===== src/design/rss_pkg.sv =====
// Shared types and constants for the running sample statistics block.
// No dependencies; used by every module under design/.
`timescale 1ns / 1ps
package rss_pkg;

  localparam int SAMPLE_W  = 24;
  localparam int CNT_W     = 32;
  localparam int SUM_W     = 56;
  localparam int SUMSQ_W   = 64;
  localparam int PERIOD_W  = 31;
  localparam int TIMER_W   = 32;

  localparam logic [PERIOD_W-1:0] PERIOD_RESET = 31'd900000000;  // 15 minutes of 1 us ticks

  localparam logic FUNC_SAMPLE = 1'b0;
  localparam logic FUNC_TICK   = 1'b1;

  // Accumulator snapshot handed from front end to back end.
  typedef struct packed {
    logic [CNT_W-1:0]    cnt;
    logic [SUM_W-1:0]    sum;
    logic [SUMSQ_W-1:0]  sumsq;
    logic [SAMPLE_W-1:0] min_v;
    logic [SAMPLE_W-1:0] max_v;
    logic                report;
    logic                overflow;
  } snap_t;

  // Queue status seen by the back end.
  typedef struct packed {
    logic  empty;
    snap_t head;
  } q_stat_t;

endpackage


===== src/design/rss_front.sv =====
// Front end: accepts samples and ticks, updates accumulators, min/max and timer.
// Depends on rss_pkg; feeds rss_queue with one snapshot per sample.
`timescale 1ns / 1ps
module rss_front (
  input  logic                          clk,
  input  logic                          rst_n,
  input  logic                          push,
  input  logic                          in_func,
  input  logic [23:0]                   in_sample,
  input  logic                          cfg_we,
  input  logic [30:0]                   cfg_wdata,
  input  logic                          q_full,
  output logic                          full,
  output logic                          q_push,
  output rss_pkg::snap_t                q_data
);
  import rss_pkg::*;

  logic [PERIOD_W-1:0] period_r;
  logic [CNT_W-1:0]    cnt_r, cnt_nxt;
  logic [SUM_W-1:0]    sum_r, sum_nxt;
  logic [SUMSQ_W-1:0]  sumsq_r, sumsq_nxt;
  logic [SAMPLE_W-1:0] min_r, min_nxt, max_r, max_nxt;
  logic [TIMER_W-1:0]  timer_r, timer_nxt;
  logic                ovf_r, ovf_nxt;
  logic                report;
  logic                accept;
  logic [SUM_W:0]      sum_ext;
  logic [SUMSQ_W:0]    sumsq_ext;
  logic [2*SAMPLE_W-1:0] sq;

  assign full   = q_full;
  assign accept = push && !q_full;
  assign q_push = accept && (in_func == FUNC_SAMPLE);

  always_comb begin
    sq        = in_sample * in_sample;
    sum_ext   = {1'b0, sum_r} + {{(SUM_W+1-SAMPLE_W){1'b0}}, in_sample};
    sumsq_ext = {1'b0, sumsq_r} + {{(SUMSQ_W+1-2*SAMPLE_W){1'b0}}, sq};
    cnt_nxt   = cnt_r;
    sum_nxt   = sum_r;
    sumsq_nxt = sumsq_r;
    min_nxt   = min_r;
    max_nxt   = max_r;
    timer_nxt = timer_r;
    ovf_nxt   = ovf_r;
    report    = 1'b0;
    if (accept) begin
      if (in_func == FUNC_TICK) begin
        if (timer_r != '1) timer_nxt = timer_r + 1'b1;
      end else begin
        if (sum_ext[SUM_W]) begin
          sum_nxt = '1;
          ovf_nxt = 1'b1;
        end else begin
          sum_nxt = sum_ext[SUM_W-1:0];
        end
        if (sumsq_ext[SUMSQ_W]) begin
          sumsq_nxt = '1;
          ovf_nxt   = 1'b1;
        end else begin
          sumsq_nxt = sumsq_ext[SUMSQ_W-1:0];
        end
        // first sample sets both extremes
        if (cnt_r == '0) begin
          min_nxt = in_sample;
          max_nxt = in_sample;
        end else begin
          if (in_sample < min_r) min_nxt = in_sample;
          if (in_sample > max_r) max_nxt = in_sample;
        end
        if (cnt_r == '1) ovf_nxt = 1'b1;
        else cnt_nxt = cnt_r + 1'b1;
        if (period_r != '0 && timer_r > {1'b0, period_r}) begin
          report    = 1'b1;
          timer_nxt = '0;
        end
      end
    end
    q_data = '{cnt: cnt_nxt, sum: sum_nxt, sumsq: sumsq_nxt, min_v: min_nxt,
               max_v: max_nxt, report: report, overflow: ovf_nxt};
  end

  always_ff @(posedge clk) begin
    if (!rst_n) begin
      period_r <= PERIOD_RESET;
      cnt_r    <= '0;
      sum_r    <= '0;
      sumsq_r  <= '0;
      min_r    <= '0;
      max_r    <= '0;
      timer_r  <= '0;
      ovf_r    <= 1'b0;
    end else begin
      if (cfg_we) period_r <= cfg_wdata;
      cnt_r   <= cnt_nxt;
      sum_r   <= sum_nxt;
      sumsq_r <= sumsq_nxt;
      min_r   <= min_nxt;
      max_r   <= max_nxt;
      timer_r <= timer_nxt;
      ovf_r   <= ovf_nxt;
    end
  end

endmodule


===== config.mk =====
export PLATFORM = sky130hd
export DESIGN_NAME = rss_front
export DESIGN_NICKNAME = d
export VERILOG_FILES = /design/src/design/rss_pkg.sv /design/src/design/rss_front.sv
export SDC_FILE = /design/constraint.sdc
export NUM_CORES = 2
export LEC_CHECK = 0
export BUFFER_PORTS_ARGS = -buffer_cell sky130_fd_sc_hd__buf_2
export CAP_MARGIN = 20
export CORE_ASPECT_RATIO = 1.5
export CORE_MARGIN = 2
export CORE_UTILIZATION = 63
export CTS_CLUSTER_DIAMETER = 200
export DETAILED_ROUTE_END_ITERATION = 12
export MAX_ROUTING_LAYER = met4
export PLACE_DENSITY_LB_ADDON = 0.1
export SLEW_MARGIN = 20
export SYNTH_ARGS = -nofsm -noshare
export SYNTH_HDL_FRONTEND = slang
export SYNTH_SLANG_ARGS = --single-unit

===== constraint.sdc =====
create_clock -name clk -period 11.1 [get_ports clk]
set_clock_uncertainty 0.05 [all_clocks]
set_input_delay 1.11 -clock clk [delete_from_list [all_inputs] [get_ports clk]]
set_output_delay 1.11 -clock clk [all_outputs]
set_load 0.05 [all_outputs]

---- Yosys cells after proc, flatten, opt, wreduce, memory -nomap -nowiden ----
Cells that the tools add are included.
word-level totals
  flip-flop bits (word level) ............. 264
  input port bits ......................... 61
operators by class
  add/subtract/negate cells ............... 4
  $mul .................................... 1
  order comparisons ....................... 3
  eq/ne operators ......................... 3
  multiplexer cells ....................... 28
  bitwise gates (word level) .............. 1
  reductions and logical operators ........ 8
operators by type and width
  operator               number
  $mux 24                8
  $mux 32                6
  $mux 64                3
  $mux 56                3
  $add 64x48->65         1
  $add 32x1->32 const B  2
  $add 56x24->57         1
  $mul 24x24->48         1
  $eq 32x32->1 const B   1
  $gt 32x31->1           1
  $logic_not 32->1       1
  $ne 32x32->1 const B   1
  $reduce_bool 31->1     1
  $gt 24x24->1           1
  $lt 24x24->1           1
  $mux 1                 8
  $logic_and 1x1->1      3
  $reduce_and 3->1       1
  $ne 2x1->1 const B     1
  $reduce_bool 2->1      1
  $logic_not 1->1        1
  $not 1->1              1

---- Longest topological paths before layout ----
  depth in word-level cells ............... 6
  mapped depth ............................ 31
  gate-level depth less buffers ........... 27

---- Least setup slack after synthesis ----
OpenSTA, ideal clock, no wires.
  path type ............................... input port to output port
  start point ............................. in in_sample[16]
  end point ............................... out q_data[97] (netlist bit)
  data arrival time ....................... 8,601 ps
  path slack .............................. 1,339 ps
  stages .................................. 26
  cells stage by stage .................... clkbuf_1 > clkbuf_1 > nand2_1 > fa_1 > inv_1 > fa_1 > inv_1 > fa_1 > fa_1 > inv_1 > fa_1 > fa_1 > inv_1 > fa_1 > inv_1 > ha_1 > clkbuf_1 > nand4_1 > nor3_1 > and4_1 > o21ai_1 > a41o_1 > a2111oi_0 > a21oi_1 > xnor2_1 > a2bb2oi_1
RTL lines
  what             RTL line         RTL
  start, declared  rss_front.sv:9   input logic [23:0] in_sample,
  end, declared    rss_front.sv:15  output rss_pkg::snap_t q_data

==> metrics.csv <==
metric;value;unit
wl_per_cell;19.8;µm
cp.arrival;9.37;ns
ios;265;
async_flop_share;0;%
crit_required;9.94;ns
period_share;94.9;%
ys_types;81;
cts_resized;0;
critPathLaunchType;input port;
synth_top_area_share;29.1;%
synthFlopType;dfxtp_1;
core_area;0.0514;mm²
htreeDepth;1;
worst_pin_slew;1.09;ns
globalplace.congestion;1.01;
r2r_start;sumsq_r[21];
cts_root_buf;clkbuf_16;
ys_top_cells_by_area;fa_1 29%, dfxtp_1 16%, ha_1 11%, inv_1 9.4%, and2_1 5.2%;
end_kind;primary output;
clk_pin_slew;0.06;ns
synth_edf_count;0;
grt_overflow;0;
maxSlewHeadroom;27.2;%
layout_commonest_cell;inv_1;
critPathKind;in2out;
cts_made_buffers;30;
yosysWarningCount;0;
synthesis.area;0.0327;mm²
drt_first_iter_violations;1486;
status;finished, final reports clean;
fillers;4371;
hpwlAfterDp;73600;µm
final_cell_mix;820 x inv_1, 476 x fa_1, 314 x nand2_1;
crit_top_cell;fa_1;
rr_worst_depth;17;
ys_ff_latch;264;
critPathSlowestCell;a2111oi_0;
first_global_vias;27900;
holdPathStages;2;
ctsHoldBuffers;0;
critPathMaxFanout;9;
hold_path.class;reg2reg;
crit_buf_inv;7;
numClockSinks;264;
final_hold_viol_count;0;
rsz0062_at_grt;no;
yosysTopAreaCell;fa_1;
period_minus_slack;10.53;ns
slew_viol_final;0;
post_cts_buffers;0;
die_area;0.0538;mm²
drt_wl_total;92700;µm
ant_nets;0;
finalSetupViolations;0;
rows;102;
syn_to_final_growth;9.10;%
antenna_found_initial;3;
syn_nets;4619;
grt_pass1_wl;147000;µm
clk_latency;0.61;ns
r2r_slack;5.25;ns
drv_cap;0;
vias;26400;
port_buffers;264;
slowest_delay;0.78;ns
fin_area;0.0357;mm²
drive_above_1_share;10.5;%
rr_endpoint;sumsq_r[47];
clock.fmax;94.9;MHz
ys_seq_area_share;16.1;%
grt_start_max_net_pins;106;
setup_tns;0;ns
cts_tree;built;
clk_path_buf_depth;3;
route.detailed.drc;0;
drtPass1Iterations;5;
dieWidth;190;µm
grt.total_usage;36.2;%
cp_top_family;adder cells;
min_to;period_r[11];
nets;4818;
worstHoldStart;period_r[11];
vias_per_cell;5.63;
synth_cells;3793;
initial_core_util;63.7;%
syn_area_per_cell;8.63;µm²
placed_cell_area;0.0347;mm²
die_h;283;µm
## worst max-delay path by stage
stage,from,endpoint,slack (ns),cells after the start
6_report,in_sample[18],q_data[97],0.57,26
2_1_floorplan,in_sample[16],q_data[97],1.34,26
3_5_place_dp,in_sample[1],q_data[97],0.76,27
3_3_place_gp,in_sample[18],q_data[97],0.84,25
5_1_grt,in_sample[18],q_data[97],0.24,26
4_1_cts,in_sample[18],q_data[97],0.70,25
## synth_stat cells (all sizes together), types with 69 or more instances
| cell type | count |
|---|---|
| nand2 | 314 |
| inv | 821 |
| o21ai | 82 |
| clkbuf | 124 |
| a21oi | 162 |
| nor2 | 215 |
| and2 | 273 |
| dfxtp | 264 |
| xnor2 | 85 |
| ha | 289 |
| fa | 476 |
| nand3 | 69 |
## metrics by stage
step / hold slack (ns) / setup WS (ns) / util (%) / std cells
after floorplan: 0.425 / 1.34 / - / 3793
after global placement: 0.439 / 0.843 / 67.5 / 4636
after detailed placement: 0.457 / 0.764 / 67.5 / 4636
after CTS: 0.475 / 0.701 / 69.4 / 4688
after global routing: 0.496 / 0.235 / 69.4 / 4690
final: 0.470 / 0.565 / 69.4 / 4690
## cell type report
cell class	instances	area (µm²)	area share [%]
tap	676	846	2.37
clock buffer	39	845	2.36
timing repair buffer	307	1650	4.61
sequential	264	5290	14.8
inverter	827	3110	8.70
clock inverter	13	165	0.462
antenna	2	5.00	0.0140
multi-input combinational	2562	23800	66.7
## sequential cells by signal, summed over array words and instances (netlist names)
register and count:
period_r 31, max_r 24, ovf_r 1, sum_r 56, cnt_r 32, min_r 24, sumsq_r 64, timer_r 32
## routing by layer
metal / GRT usage [%] / vias to the layer above / routed length, µm
li1: - / 12300 / -
met1: 39.1 / 12900 / 33100
met2: 63.7 / 862 / 47900
met3: 5.46 / 281 / 5910
met4: 18.8 / 0 / 5800
met5: - / - / 0
## kinds of logic (layout without fill, tap and decap cells)
| group | count (synthesis) | count (layout) | share of synthesized area [%] |
|---|---|---|---|
| other | 0 | 2 | 0 |
| AOI/OAI and AO/OA | 480 | 480 | 9.19 |
| DFF | 264 | 264 | 16.1 |
| adders and majority gates | 765 | 765 | 40.2 |
| and+or+nand+nor | 1091 | 1091 | 16.9 |
| xor gates and xnor gates | 150 | 150 | 4.04 |
| buffers and inverters | 967 | 1186 | 11.1 |
| muxes | 76 | 76 | 2.46 |
## worst min-delay path: stages, from the launching register on
cell      delay (ns)
dfxtp_1         0.31
inv_1           0.07
o211ai_1        0.08
Power is not shown: default switching activity piles up to over one toggle a cycle in this logic, so the estimate is an artifact.
