<file path="src/design/rss_pkg.sv">
// Shared types and constants for the running sample statistics block.
// No dependencies; used by every module under design/.
`timescale 1ns / 1ps
package rss_pkg;

  localparam int SAMPLE_W  = 24;
  localparam int CNT_W     = 32;
  localparam int SUM_W     = 56;
  localparam int SUMSQ_W   = 64;
  localparam int PERIOD_W  = 31;
  localparam int TIMER_W   = 32;

  localparam logic [PERIOD_W-1:0] PERIOD_RESET = 31'd900000000;  // 15 minutes of 1 us ticks

  localparam logic FUNC_SAMPLE = 1'b0;
  localparam logic FUNC_TICK   = 1'b1;

  // Accumulator snapshot handed from front end to back end.
  typedef struct packed {
    logic [CNT_W-1:0]    cnt;
    logic [SUM_W-1:0]    sum;
    logic [SUMSQ_W-1:0]  sumsq;
    logic [SAMPLE_W-1:0] min_v;
    logic [SAMPLE_W-1:0] max_v;
    logic                report;
    logic                overflow;
  } snap_t;

  // Queue status seen by the back end.
  typedef struct packed {
    logic  empty;
    snap_t head;
  } q_stat_t;

endpackage

</file>
<file path="src/design/rss_queue.sv">
// Two-entry snapshot queue between front end and back end.
// Depends on rss_pkg for the snapshot type.
`timescale 1ns / 1ps
module rss_queue (
  input  logic             clk,
  input  logic             rst_n,
  input  logic             wr_en,
  input  rss_pkg::snap_t   wr_data,
  input  logic             rd_en,
  output logic             full,
  output rss_pkg::q_stat_t stat
);
  import rss_pkg::*;

  snap_t       mem_r [2];
  logic        wr_ptr_r, rd_ptr_r;
  logic [1:0]  count_r;

  assign full       = (count_r == 2'd2);
  assign stat.empty = (count_r == 2'd0);
  assign stat.head  = mem_r[rd_ptr_r];

  always_ff @(posedge clk) begin
    if (wr_en) mem_r[wr_ptr_r] <= wr_data;
  end

  always_ff @(posedge clk) begin
    if (!rst_n) begin
      wr_ptr_r <= 1'b0;
      rd_ptr_r <= 1'b0;
      count_r  <= 2'd0;
    end else begin
      if (wr_en) wr_ptr_r <= ~wr_ptr_r;
      if (rd_en) rd_ptr_r <= ~rd_ptr_r;
      if (wr_en && !rd_en) count_r <= count_r + 2'd1;
      else if (rd_en && !wr_en) count_r <= count_r - 2'd1;
    end
  end

endmodule

</file>
<file path="config.mk">
export PLATFORM = sky130hd
export DESIGN_NAME = rss_queue
export DESIGN_NICKNAME = d
export VERILOG_FILES = /design/src/design/rss_pkg.sv /design/src/design/rss_queue.sv
export SDC_FILE = /design/constraint.sdc
export NUM_CORES = 1
export LEC_CHECK = 0
export ABC_AREA = 1
export BUFFER_PORTS_ARGS = -buffer_cell sky130_fd_sc_hd__buf_4
export CAP_MARGIN = 20
export CORE_MARGIN = 3
export CORE_UTILIZATION = 30
export CTS_BUF_LIST = sky130_fd_sc_hd__clkbuf_8
export DETAILED_ROUTE_END_ITERATION = 8
export SLEW_MARGIN = 5
export SYNTH_ARGS = -nofsm -noshare
export SYNTH_HDL_FRONTEND = slang
export SYNTH_SLANG_ARGS = --single-unit
</file>
<file path="constraint.sdc">
create_clock -name clk -period 13.47 [get_ports clk]
set_clock_uncertainty 0.05 [all_clocks]
set_input_delay 2.694 -clock clk [delete_from_list [all_inputs] [get_ports clk]]
set_output_delay 2.694 -clock clk [all_outputs]
set_load 0.01 [all_outputs]
</file>
======== After elaboration in Yosys (flattened, before gate mapping) ========
Memories as Yosys holds them, arrays and structs flattened. A register that Yosys moved wholly into a read port is not among the register bits.
Cells that the tools add are included.
storage, ports and cells
  flip-flop bits (word level) ............. 4
  memory bits (writable) .................. 404
  input bits .............................. 206
  output and inout port bits .............. 204
  word-level logic and storage cells ...... 21
  memories ................................ 1
memories
  memory  depth  bits a word  read ports  clocked after memory_dff  write ports  RTL line         RTL
  mem_r   2      202          1           1                         1            rss_queue.sv:15  snap_t mem_r [2];
operators by class
  $add $sub $neg .......................... 2
  equal/unequal tests ..................... 1
  muxes and demuxes ....................... 6
  bitwise logic cells ..................... 2
  reduce and logical (&&, ||, !) cells .... 6
operator list
  cell                                                                 count
  1-bit 2-to-1 mux                                                     4
  2-bit 2-to-1 mux                                                     2
  2-bit by 1-bit adder with 2-bit output (second input constant)       1
  2-bit equality test (second input constant)                          1
  1-bit logical AND                                                    2
  1-bit zero test                                                      2
  2-bit zero test                                                      1
  1-bit inverter                                                       2
  2-bit nonzero test                                                   1
  2-bit by 1-bit subtractor with 2-bit output (second input constant)  1

======== Logic depth before layout (Yosys ltp) ========
Gate-level depths: netlist of the first run.
  word-level depth ........................ 4
  depth in mapped cells ................... 8
  mapped depth without buffers ............ 8

======== Worst setup path after synthesis of the first run ========
Ideal clock, no wire load.
  path type ............................... input to register
  from .................................... input port wr_en
  to ...................................... memory mem_r[0][0] (netlist name), enable pin
  library setup time ...................... 0.773 ns
  data arrival time ....................... 11.175 ns
  required time ........................... 12.647 ns
  slack ................................... 1.472 ns
  stages on the path ...................... 2
  buffers on the path ..................... 0
  cells stage by stage .................... inv_1 > nor2_1
between the ends
  longest elaborated chain between the ends .. 2
ends and longest elaborated chain
  what                                    RTL line         RTL
  from (decl)                             rss_queue.sv:7   input logic wr_en,
  1-bit 2-to-1 mux                        rss_queue.sv:24  if (wr_en) mem_r[wr_ptr_r] <= wr_data;
  1-bit 2-to-1 mux (not written as such)  rss_queue.sv:24
  to (decl)                               rss_queue.sv:15
Every way passes these cells.

==> results.ini, run 1 <==
[clock_network]
holdBufCountCts = 0
clkTransAtPathRegs_ns = 0.06
post-cts-setup-buffers = 0
cts.path.max_buffers = 3
cts_sinks = 409
numCtsBuffers = 70
cts-root-buf = clkbuf_8
insertion_delay_ns = 0.60
cts_htree_levels = 3
cts.repair.resized = 0
cts_tree = done

[route]
drtIter0Drc = 368
viasPerCell = 4.212
wl_per_cell_um = 17.44
drc = 0
dr.pass1.iters = 4
drt-total-wl_mm = 31.92
drtAntennaViolNets = 0
vias = 7708

[sta]
setup_tns_ns = 0
worst_slew_pin_slew_ns = 1.094
rsz0062_at_grt = no
timing.fmax_mhz = 165.4
hold_violations = 0
period_needed_ns = 6.046
relSlewSlack_pct = 27.06
finalCritPeriodShare_pct = 44.88
finalSetupViolCount = 0
final_max_slew_viol_count = 0

[layout]
nets = 1336
drive_gt1_share_pct = 59.80
area_delta_synth_final_pct = 33.22
antenna_cells = 0
finish.utilization_pct = 40.95

[power_and_ir_drop]
sw_frac_of_total_pct = 22.41
p_leak_nw = 7.372
power_w = 0.002759
p_int_w = 0.002141
powerDensity_nw_per_um2 = 139.4
power.share.clock_pct = 35.1
p_sw_w = 0.0006184
p_comb_share_pct = 10.9
max-vdd-ir-drop_mv = 0.07952
p_seq_share_pct = 54.1

[setup_path]
crit_slowest_cell = buf_4
path_depth = 4
cp.arrival_ns = 3.30
crit_path_end_kind = output port
required_ns = 10.73
crit_chain = buf_4, buf_4, mux2_2, buf_4
path_delay_family = buffers and inverters
max_stage_delay_ns = 0.75
reg2reg_slack_ns = 10.54
cpMostUsedCell = buf_4
cp_max_fo = 59
path_buf_inv = 3
r2r_cells = 3
critical_path.startpoint_type = flop
path_class = flop to output port

[synthesis]
avgSynthCellArea_um2 = 22.42
synth_nets = 870
synth_seq_cells = 409
syn_inst = 663
synth-seq-area-share_pct = 82.30
synth_cell_types = 14
yosysWarnings = 0
syn-cell-area_um2 = 14860

[global_routing]
grt_pass1_vias = 8291
track_usage_pct = 11.96
antenna_found_initial = 1
grt_overflow = 0
grt_pass1_wl_mm = 48.10
grt_max_degree = 137

[floorplanning]
die_area_um2 = 52250
pin_count = 410
initial_core_util_pct = 30.74
fp-row-count = 80
coreArea_um2 = 48350
die_y_um = 228.6
die_w_um = 228.6

[place]
routabilityCongestion = 0.7329
io_buffers = 409
hpwl_mm = 20.87

[worst_hold_path]
holdCritPathClass = flop to flop
hold_depth = 2

[flow_run]
max_cap_viol_count = 0

[status]
status = completed

[synth_stat cells]
| master | n | area, um2 |
|---|---|---|
| a21oi_1 | 1 | 5.000 |
| buf_2 | 2 | 10.01 |
| buf_4 | 2 | 15.01 |
| buf_6 | 18 | 202.7 |
| dfxtp_1 | 5 | 100.1 |
| edfxtp_1 | 404 | 12130 |
| ha_1 | 1 | 12.51 |
| inv_1 | 8 | 30.03 |
| mux2_2 | 202 | 2275 |
| nand2_1 | 8 | 30.03 |
| nand3_1 | 1 | 5.000 |
| nand4_1 | 1 | 6.260 |
| nor2_1 | 9 | 33.78 |
| o21ai_0 | 1 | 5.000 |
[final cells by class]
| class | count | area (um2) |
|---|---|---|
| sequential | 409 | 12240 |
| clock inverter | 46 | 225.2 |
| tap | 656 | 820.8 |
| clock buffer | 71 | 977.2 |
| inverter | 8 | 37.54 |
| timing repair buffer | 416 | 3123 |
| multi-input combinational | 224 | 2380 |
| fill | 4412 | 28550 |
[cell usage in the layout (no fill, tap or decap)]
cell,instances
nor2_4,1
bufinv_16,1
a21oi_1,1
nor2_1,8
clkinv_1,11
clkinvlp_4,6
o21ai_0,1
dfxtp_4,1
clkbuf_8,71
mux2_2,202
ha_1,1
dfxtp_1,4
clkinv_2,3
nand4_1,1
buf_4,416
inv_1,32
edfxtp_1,404
nand2_1,8
nand3_1,1
inv_8,1
[routing by layer]
metal  vias to the layer above  part of all wire (%)  global-route usage (%)
li1                       3560                     -                       -
met1                      3796                    39                   13.83
met2                       298                    48                   19.17
met3                        52                    10                   6.107
met4                         2                   2.0                   4.163
met5                         -                 0.041                       0
[registers in the layout, summed over array words and instances, names as in the netlist, named ones only]
name and flops:
wr_ptr_r 1, count_r 2, rd_ptr_r 1, mem_r 404
[worst reg2reg max path, stage by stage (launching register included)]
cell and delay [ns]:
dfxtp_1 0.34, nor2_4 0.52, buf_4 0.81, buf_4 0.81
[worst paths after layout]
path	from	endpoint
worst max-delay path	flop	stat[40]
worst min-delay path	rd_ptr_r$_SDFFE_PN0P_	flop
worst max register to register	wr_ptr_r$_SDFFE_PN0P_	mem_r[0][104]$_DFFE_PP_
worst min register to register	rd_ptr_r$_SDFFE_PN0P_	flop
[power by group through the flow]
stage               sequential [W]  combinational [W]  clock (W)
floorplan                  0.00153           0.000143          0
global placement           0.00152           0.000304          0
detailed placement         0.00152           0.000307          0
CTS                        0.00149           0.000308    0.00102
global route               0.00150           0.000324    0.00107
finish                     0.00149           0.000300   0.000967
[cell families (layout without fill, tap and decap cells)]
kind of cell               after synthesis  in the layout  share of synthesized area, %
adders and majority gates                1              1                       0.08418
and+or+nand+nor                         19             19                        0.5051
AOI/OAI and AO/OA                        2              2                       0.06729
buffers and inverters                   30            541                         1.734
muxes                                  202            202                         15.31
DFF                                    409            409                         82.30
[metrics by stage]
stage | hold WS [ns] | cells | worst slack [ns] | instance area, um2
2_1_floorplan | 0.4135 | 663 | 1.472 | 14860
3_3_place_gp | 0.4247 | 1713 | 7.968 | 18600
3_5_place_dp | 0.4330 | 1713 | 7.949 | 18600
4_1_cts | 0.4462 | 1830 | 7.288 | 19800
5_1_grt | 0.4705 | 1830 | 7.149 | 19800
6_report | 0.4402 | 1830 | 7.424 | 19800
No activity file was read; power rests on OpenSTA's default activity.
==> inputs of run 2 (changes only) <==
- ABC_AREA: 1 -> 0
- clock period: 13.47 -> 5.5 ns (I/O delays scaled with it)
==> results.ini, run 2 <==
[status]
status = completed  ; unchanged

[layout]
reg.largest.list = mem_r (404), count_r (2)  ; unchanged
final_common_cell = buf_4  ; unchanged
finish.utilization_pct = 41.44  ; was 40.95%
final_cell_area_um2 = 20040  ; was 19800 um2
nets = 1326  ; was 1336
antenna_cells = 0  ; unchanged
area_delta_synth_final_pct = 34.89  ; was 33.22%
drive_gt1_share_pct = 61.28  ; was 59.80%
largest_reg_flops = 404  ; unchanged
largest_register = mem_r  ; unchanged
final_cell_mix = buf_4 (411), edfxtp_1 (404), mux2_2 (202), clkbuf_8 (80), inv_1 (19)  ; was buf_4 (416), edfxtp_1 (404), mux2_2 (202), clkbuf_8 (71), inv_1 (32)

[route]
wl_per_cell_um = 18.22  ; was 17.44 um
drtIter0Drc = 411  ; was 368
drc = 0  ; unchanged
dr.pass1.iters = 4  ; unchanged
drtAntennaViolNets = 0  ; unchanged
vias = 7767  ; was 7708
drt-total-wl_mm = 33.36  ; was 31.92 mm
viasPerCell = 4.242  ; was 4.212

[clock_network]
cts.path.max_buffers = 3  ; unchanged
insertion_delay_ns = 0.62  ; was 0.60 ns
cts.repair.resized = 0  ; unchanged
cts_htree_levels = 3  ; unchanged
cts-root-buf = clkbuf_8  ; unchanged
cts_sinks = 409  ; unchanged
clkTransAtPathRegs_ns = 0.05  ; was 0.06 ns
post-cts-setup-buffers = 0  ; unchanged
cts_tree = done  ; unchanged
numCtsBuffers = 72  ; was 70
holdBufCountCts = 0  ; unchanged

[place]
placed_cell_area_um2 = 18670  ; was 18600 um2
routabilityCongestion = 0.7614  ; was 0.7329
io_buffers = 409  ; unchanged
hpwl_mm = 21.73  ; was 20.87 mm

[floorplanning]
die_w_um = 228.5  ; was 228.6 um
fp-row-count = 80  ; unchanged
pin_count = 410  ; unchanged
die_area_um2 = 52220  ; was 52250 um2
die_y_um = 228.5  ; was 228.6 um
initial_core_util_pct = 30.72  ; was 30.74%
coreArea_um2 = 48350  ; unchanged

[synthesis]
synth.area.top_cells = edfxtp_1 (82%), mux2_2 (15%), buf_6 (1.4%)  ; unchanged
synth_seq_cells = 409  ; unchanged
synthArstFlopShare_pct = 0  ; unchanged
syn_inst = 650  ; was 663
synth_nets = 857  ; was 870
synth-seq-area-share_pct = 82.35  ; was 82.30%
yosysWarnings = 0  ; unchanged
synth_edf_count = 404  ; unchanged
yosysMostFrequentCell = edfxtp_1  ; unchanged
syn-cell-area_um2 = 14850  ; was 14860 um2
synth_top_cell_by_area = edfxtp_1  ; unchanged
avgSynthCellArea_um2 = 22.85  ; was 22.42 um2
synth_top_area_share_pct = 81.68  ; was 81.63%
ys_top_cells_by_count = edfxtp_1 (404), mux2_2 (202), buf_6 (18)  ; unchanged
synth_cell_types = 18  ; was 14
synth-main-ff-cell = edfxtp_1  ; unchanged

[global_routing]
track_usage_pct = 12.61  ; was 11.96%
grt_overflow = 0  ; unchanged
grt_pass1_vias = 8528  ; was 8291
grt_pass1_wl_mm = 50.51  ; was 48.10 mm
antenna_found_initial = 1  ; unchanged
grt_max_degree = 120  ; was 137

[power_and_ir_drop]
p_leak_nw = 7.445  ; was 7.372 nW
powerDensity_nw_per_um2 = 354.9  ; was 139.4 nW/um2
max-vdd-ir-drop_mv = 0.3170  ; was 0.07952 mV

[setup_path]
path_class = flop to output port  ; unchanged
crit_path_end_kind = output port  ; unchanged
critical_path.startpoint_type = flop  ; unchanged
cp_max_fo = 57  ; was 59
cp.arrival_ns = 2.57  ; was 3.30 ns
required_ns = 4.35  ; was 10.73 ns

[sta]
hold_violations = 0  ; unchanged
worst_slew_pin_slew_ns = 0.9242  ; was 1.094 ns
timing.fmax_mhz = 268.8
finalSetupViolCount = 0  ; unchanged
setup_tns_ns = 0  ; unchanged
finalCritPeriodShare_pct = 67.65
rsz0062_at_grt = no  ; unchanged
period_needed_ns = 3.721
relSlewSlack_pct = 38.39  ; was 27.06%
final_max_slew_viol_count = 0  ; unchanged

[worst_hold_path]
holdCritPathClass = flop to flop  ; unchanged

[flow_run]
max_cap_viol_count = 0  ; unchanged

[run 2: changes by cell type after synthesis, sizes merged, moves of 2 or more]
| cell | previous run | this run |
|---|---|---|
| nand2 | 8 | 0 |
| nor2b | 0 | 2 |
| nor2 | 9 | 1 |
| inv | 8 | 1 |
| xor2 | 0 | 2 |
| and2 | 0 | 4 |
[run 2: cell type report]
class | count | area (um2)
fillers | 4430 | 28310
repair buffers | 417 | 3206
clock buffers | 80 | 1101
inverters | 1 | 3.754
well taps | 656 | 820.8
flip-flops and latches | 409 | 12240
clock inverters | 50 | 269.0
multi-input cells | 218 | 2400
[run 2: worst max-delay path, stage by stage, from the launching register on]
cell,delay (ns)
dfxtp_4,0.91
buf_4,0.45
mux2_2,0.39
buf_4,0.15
[run 2: report_power, final]
group / total [W] / switching [W] / leakage, nW / internal, W
clock network: 0.00263 / 0.00120 / 0.766 / 0.00143
logic: 0.000819 / 0.000373 / 2.85 / 0.000446
registers: 0.00366 / 0.0000502 / 3.83 / 0.00361
[run 2: kinds of logic (layout without fill, tap and decap cells)]
group	after synthesis	count (layout)	synth area share, %
buf+inv	23	548	1.558
compound gates	3	3	0.1348
xor+xnor	3	3	0.1769
fa+ha+maj	1	1	0.08423
simple gates	9	9	0.3790
mux	202	202	15.31
flops	409	409	82.35
[run 2: worst paths after layout]
| path | start | to | slack (ns) | cells past startpoint |
|---|---|---|---|---|
| hold reg to reg | count_r[1]$_SDFFE_PN0P_ | count_r[1]$_SDFFE_PN0P_ | 0.49 | 2 |
| setup / recovery | flop | stat[97] | 1.78 | 3 |
| hold / removal | count_r[1]$_SDFFE_PN0P_ | count_r[1]$_SDFFE_PN0P_ | 0.49 | 2 |
| setup reg to reg | wr_ptr_r$_SDFFE_PN0P_ | mem_r[1][52]$_DFFE_PP_ | 3.81 | 2 |
[run 2: per-stage QoR]
stage	setup WS (ns)	hold slack (ns)	power (W)	cells
after CTS	1.603	0.4980	0.007249	1831
after floorplan	0.8806	0.4235	0.004114	650
after detailed placement	2.338	0.4853	0.004562	1701
final	1.779	0.4886	0.007111	1831
after global routing	1.561	0.5228	0.007449	1831
after global placement	2.371	0.4382	0.004547	1701
[run 2: layer usage]
layer | track usage [%] | share of wire [%]
met5 | 0 | 0.039
met4 | 4.499 | 2.3
met3 | 6.518 | 10
met2 | 20.28 | 49
met1 | 14.45 | 38
==> inputs of run 3 (changes only) <==
- clock period: 5.5 -> 3.3 ns (I/O delays scaled with it)
==> results.ini, run 3 (same netlist as run 2, synthesis figures left out) <==
[global_routing]
track_usage_pct = 12.84  ; was 12.61%
met3_usage_pct = 6.343  ; was 6.518%
met1_usage_pct = 14.41  ; was 14.45%
antenna_found_initial = 2  ; was 1
use_met2_pct = 21.14  ; was 20.28%
top_usage_layer = met2  ; unchanged
grt_pass1_wl_mm = 51.16  ; was 50.51 mm
grt_max_degree = 76  ; was 120
grt_overflow = 0  ; unchanged
grt_pass1_vias = 8659  ; was 8528

[sta]
rsz0062_at_grt = no  ; unchanged
finalSetupViolCount = 0  ; unchanged
period_needed_ns = 2.972
setup_tns_ns = 0  ; unchanged
hold_violations = 0  ; unchanged
relSlewSlack_pct = 50.83  ; was 38.39%
worst_slew_pin_slew_ns = 0.7359  ; was 0.9242 ns
timing.fmax_mhz = 336.4
fin_ws_ns = 0.3275  ; was 1.779 ns
finalCritPeriodShare_pct = 90.08
final_max_slew_viol_count = 0  ; unchanged

[place]
routabilityCongestion = 0.7359  ; was 0.7614
dpl.cell_count = 1720  ; was 1701
io_buffers = 409  ; unchanged
hpwl_mm = 23.43  ; was 21.73 mm
pre_cts_ws_ns = 0.9472  ; was 2.338 ns

[layout]
final_cell_mix = buf_4 (426), edfxtp_1 (404), mux2_2 (202), clkbuf_8 (70), inv_1 (18)  ; was buf_4 (411), edfxtp_1 (404), mux2_2 (202), clkbuf_8 (80), inv_1 (19)
multi_input_comb_area_um2 = 2400  ; unchanged
ff_latch_area_um2 = 12240  ; unchanged
drive_gt1_share_pct = 61.73  ; was 61.28%
reg.largest.list = mem_r (404), count_r (2)  ; unchanged
nets = 1342  ; was 1326
largest_register = mem_r  ; unchanged
final_common_cell = buf_4  ; unchanged
stdcell_count = 1836  ; was 1831
area_delta_synth_final_pct = 35.46  ; was 34.89%
nFillCells = 4399  ; was 4430
largest_reg_flops = 404  ; unchanged

[floorplanning]
fp-row-count = 80  ; unchanged
die_area_um2 = 52220  ; unchanged
pin_count = 410  ; unchanged
coreArea_um2 = 48350  ; unchanged
die_w_um = 228.5  ; unchanged
initial_core_util_pct = 30.72  ; unchanged
die_y_um = 228.5  ; unchanged

[clock_network]
post-cts-setup-buffers = 0  ; unchanged
cts_tree = done  ; unchanged
cts.path.max_buffers = 3  ; unchanged
numCtsBuffers = 69  ; was 72
clkTransAtPathRegs_ns = 0.06  ; was 0.05 ns
cts_htree_levels = 3  ; unchanged
holdBufCountCts = 0  ; unchanged
cts_sinks = 409  ; unchanged
insertion_delay_ns = 0.61  ; was 0.62 ns
cts-root-buf = clkbuf_8  ; unchanged
cts.repair.resized = 0  ; unchanged

[route]
drtAntennaViolNets = 0  ; unchanged
drt-total-wl_mm = 33.82  ; was 33.36 mm
vias = 7851  ; was 7767
wl_per_cell_um = 18.42  ; was 18.22 um
dr.pass1.iters = 4  ; unchanged
viasPerCell = 4.276  ; was 4.242
drtIter0Drc = 334  ; was 411
drc = 0  ; unchanged

[power_and_ir_drop]
powerDensity_nw_per_um2 = 580.6  ; was 354.9 nW/um2
max-vdd-ir-drop_mv = 0.4930  ; was 0.3170 mV
p_leak_nw = 7.482  ; was 7.445 nW
power_w = 0.01168  ; was 0.007111 W

[setup_path]
critical_path.startpoint_type = flop  ; unchanged
crit_chain = buf_12, mux2_2, buf_4  ; was buf_4, mux2_2, buf_4
crit_slowest_cell = dfxtp_4  ; unchanged
path_class = flop to output port  ; unchanged
path_buf_inv = 2  ; unchanged
max_stage_delay_ns = 0.59  ; was 0.91 ns
required_ns = 2.59  ; was 4.35 ns
crit_path_end_kind = output port  ; unchanged
cp.arrival_ns = 2.26  ; was 2.57 ns
r2r-start = wr_ptr_r$_SDFFE_PN0P_  ; unchanged
cp_max_fo = 75  ; was 57
path_delay_family = flip-flops  ; unchanged

[worst_hold_path]
holdCritPathClass = primary input to flop  ; was flop to flop
min_from = wr_data[66]  ; was count_r[1]$_SDFFE_PN0P_

[status]
status = completed  ; unchanged

[flow_run]
max_cap_viol_count = 0  ; unchanged

## run 3: cell count changes in the layout (fill, tap and decap cells not counted), sizes merged
cell    delta
clkinv    -10
clkbuf    -10
buf       +19
bufinv     +2
diode      +4
## run 3: path summary, 6_finish.rpt
| path | to | depth (start not counted) | slack [ns] |
|---|---|---|---|
| worst min register to register | count_r[1]$_SDFFE_PN0P_ | 2 | 0.47 |
| worst max register to register | mem_r[0][153]$_DFFE_PP_ | 2 | 1.51 |
| worst max-delay path | stat[45] | 3 | 0.33 |
| worst min-delay path | mem_r[0][66]$_DFFE_PP_ | 1 | 0.17 |
## run 3: through the flow
| step | instance area [um2] | utilization, % | hold WS, ns |
|---|---|---|---|
| CTS | 20110 | 41.60 | 0.05921 |
| floorplan | 14860 | - | 0.4235 |
| detailed placement | 18860 | 39.01 | 0.4667 |
| finish | 20120 | 41.62 | 0.1658 |
| global placement | 18860 | 39.01 | 0.4386 |
| global route | 20120 | 41.62 | 0.06239 |
## run 3: worst register-to-register path, stage by stage (launching register included)
cell	delay (ns)
dfxtp_1	0.34
nor2b_4	0.60
buf_4	0.46
## run 3: power by group
group | switching [W] | leakage (nW) | internal, W
clock | 0.00191 | 0.692 | 0.00227
combinational | 0.000649 | 2.96 | 0.000773
sequential | 0.0000687 | 3.83 | 0.00601
## run 3: cell type report
cell class	instances	share of cell area [%]
Clock inverter	42	1.436
Clock buffer	70	4.788
Sequential cell	409	60.81
Timing Repair Buffer	436	16.89
Antenna cell	4	0.04975
Multi-Input combinational cell	218	11.93
Inverter	1	0.01866
Tap cell	656	4.079
## run 3: per-layer routing
metal,vias up,part of all wire [%]
met1,3876,38
met5,-,0.038
li1,3576,-
met4,2,2.7
met2,325,49
met3,72,9.6
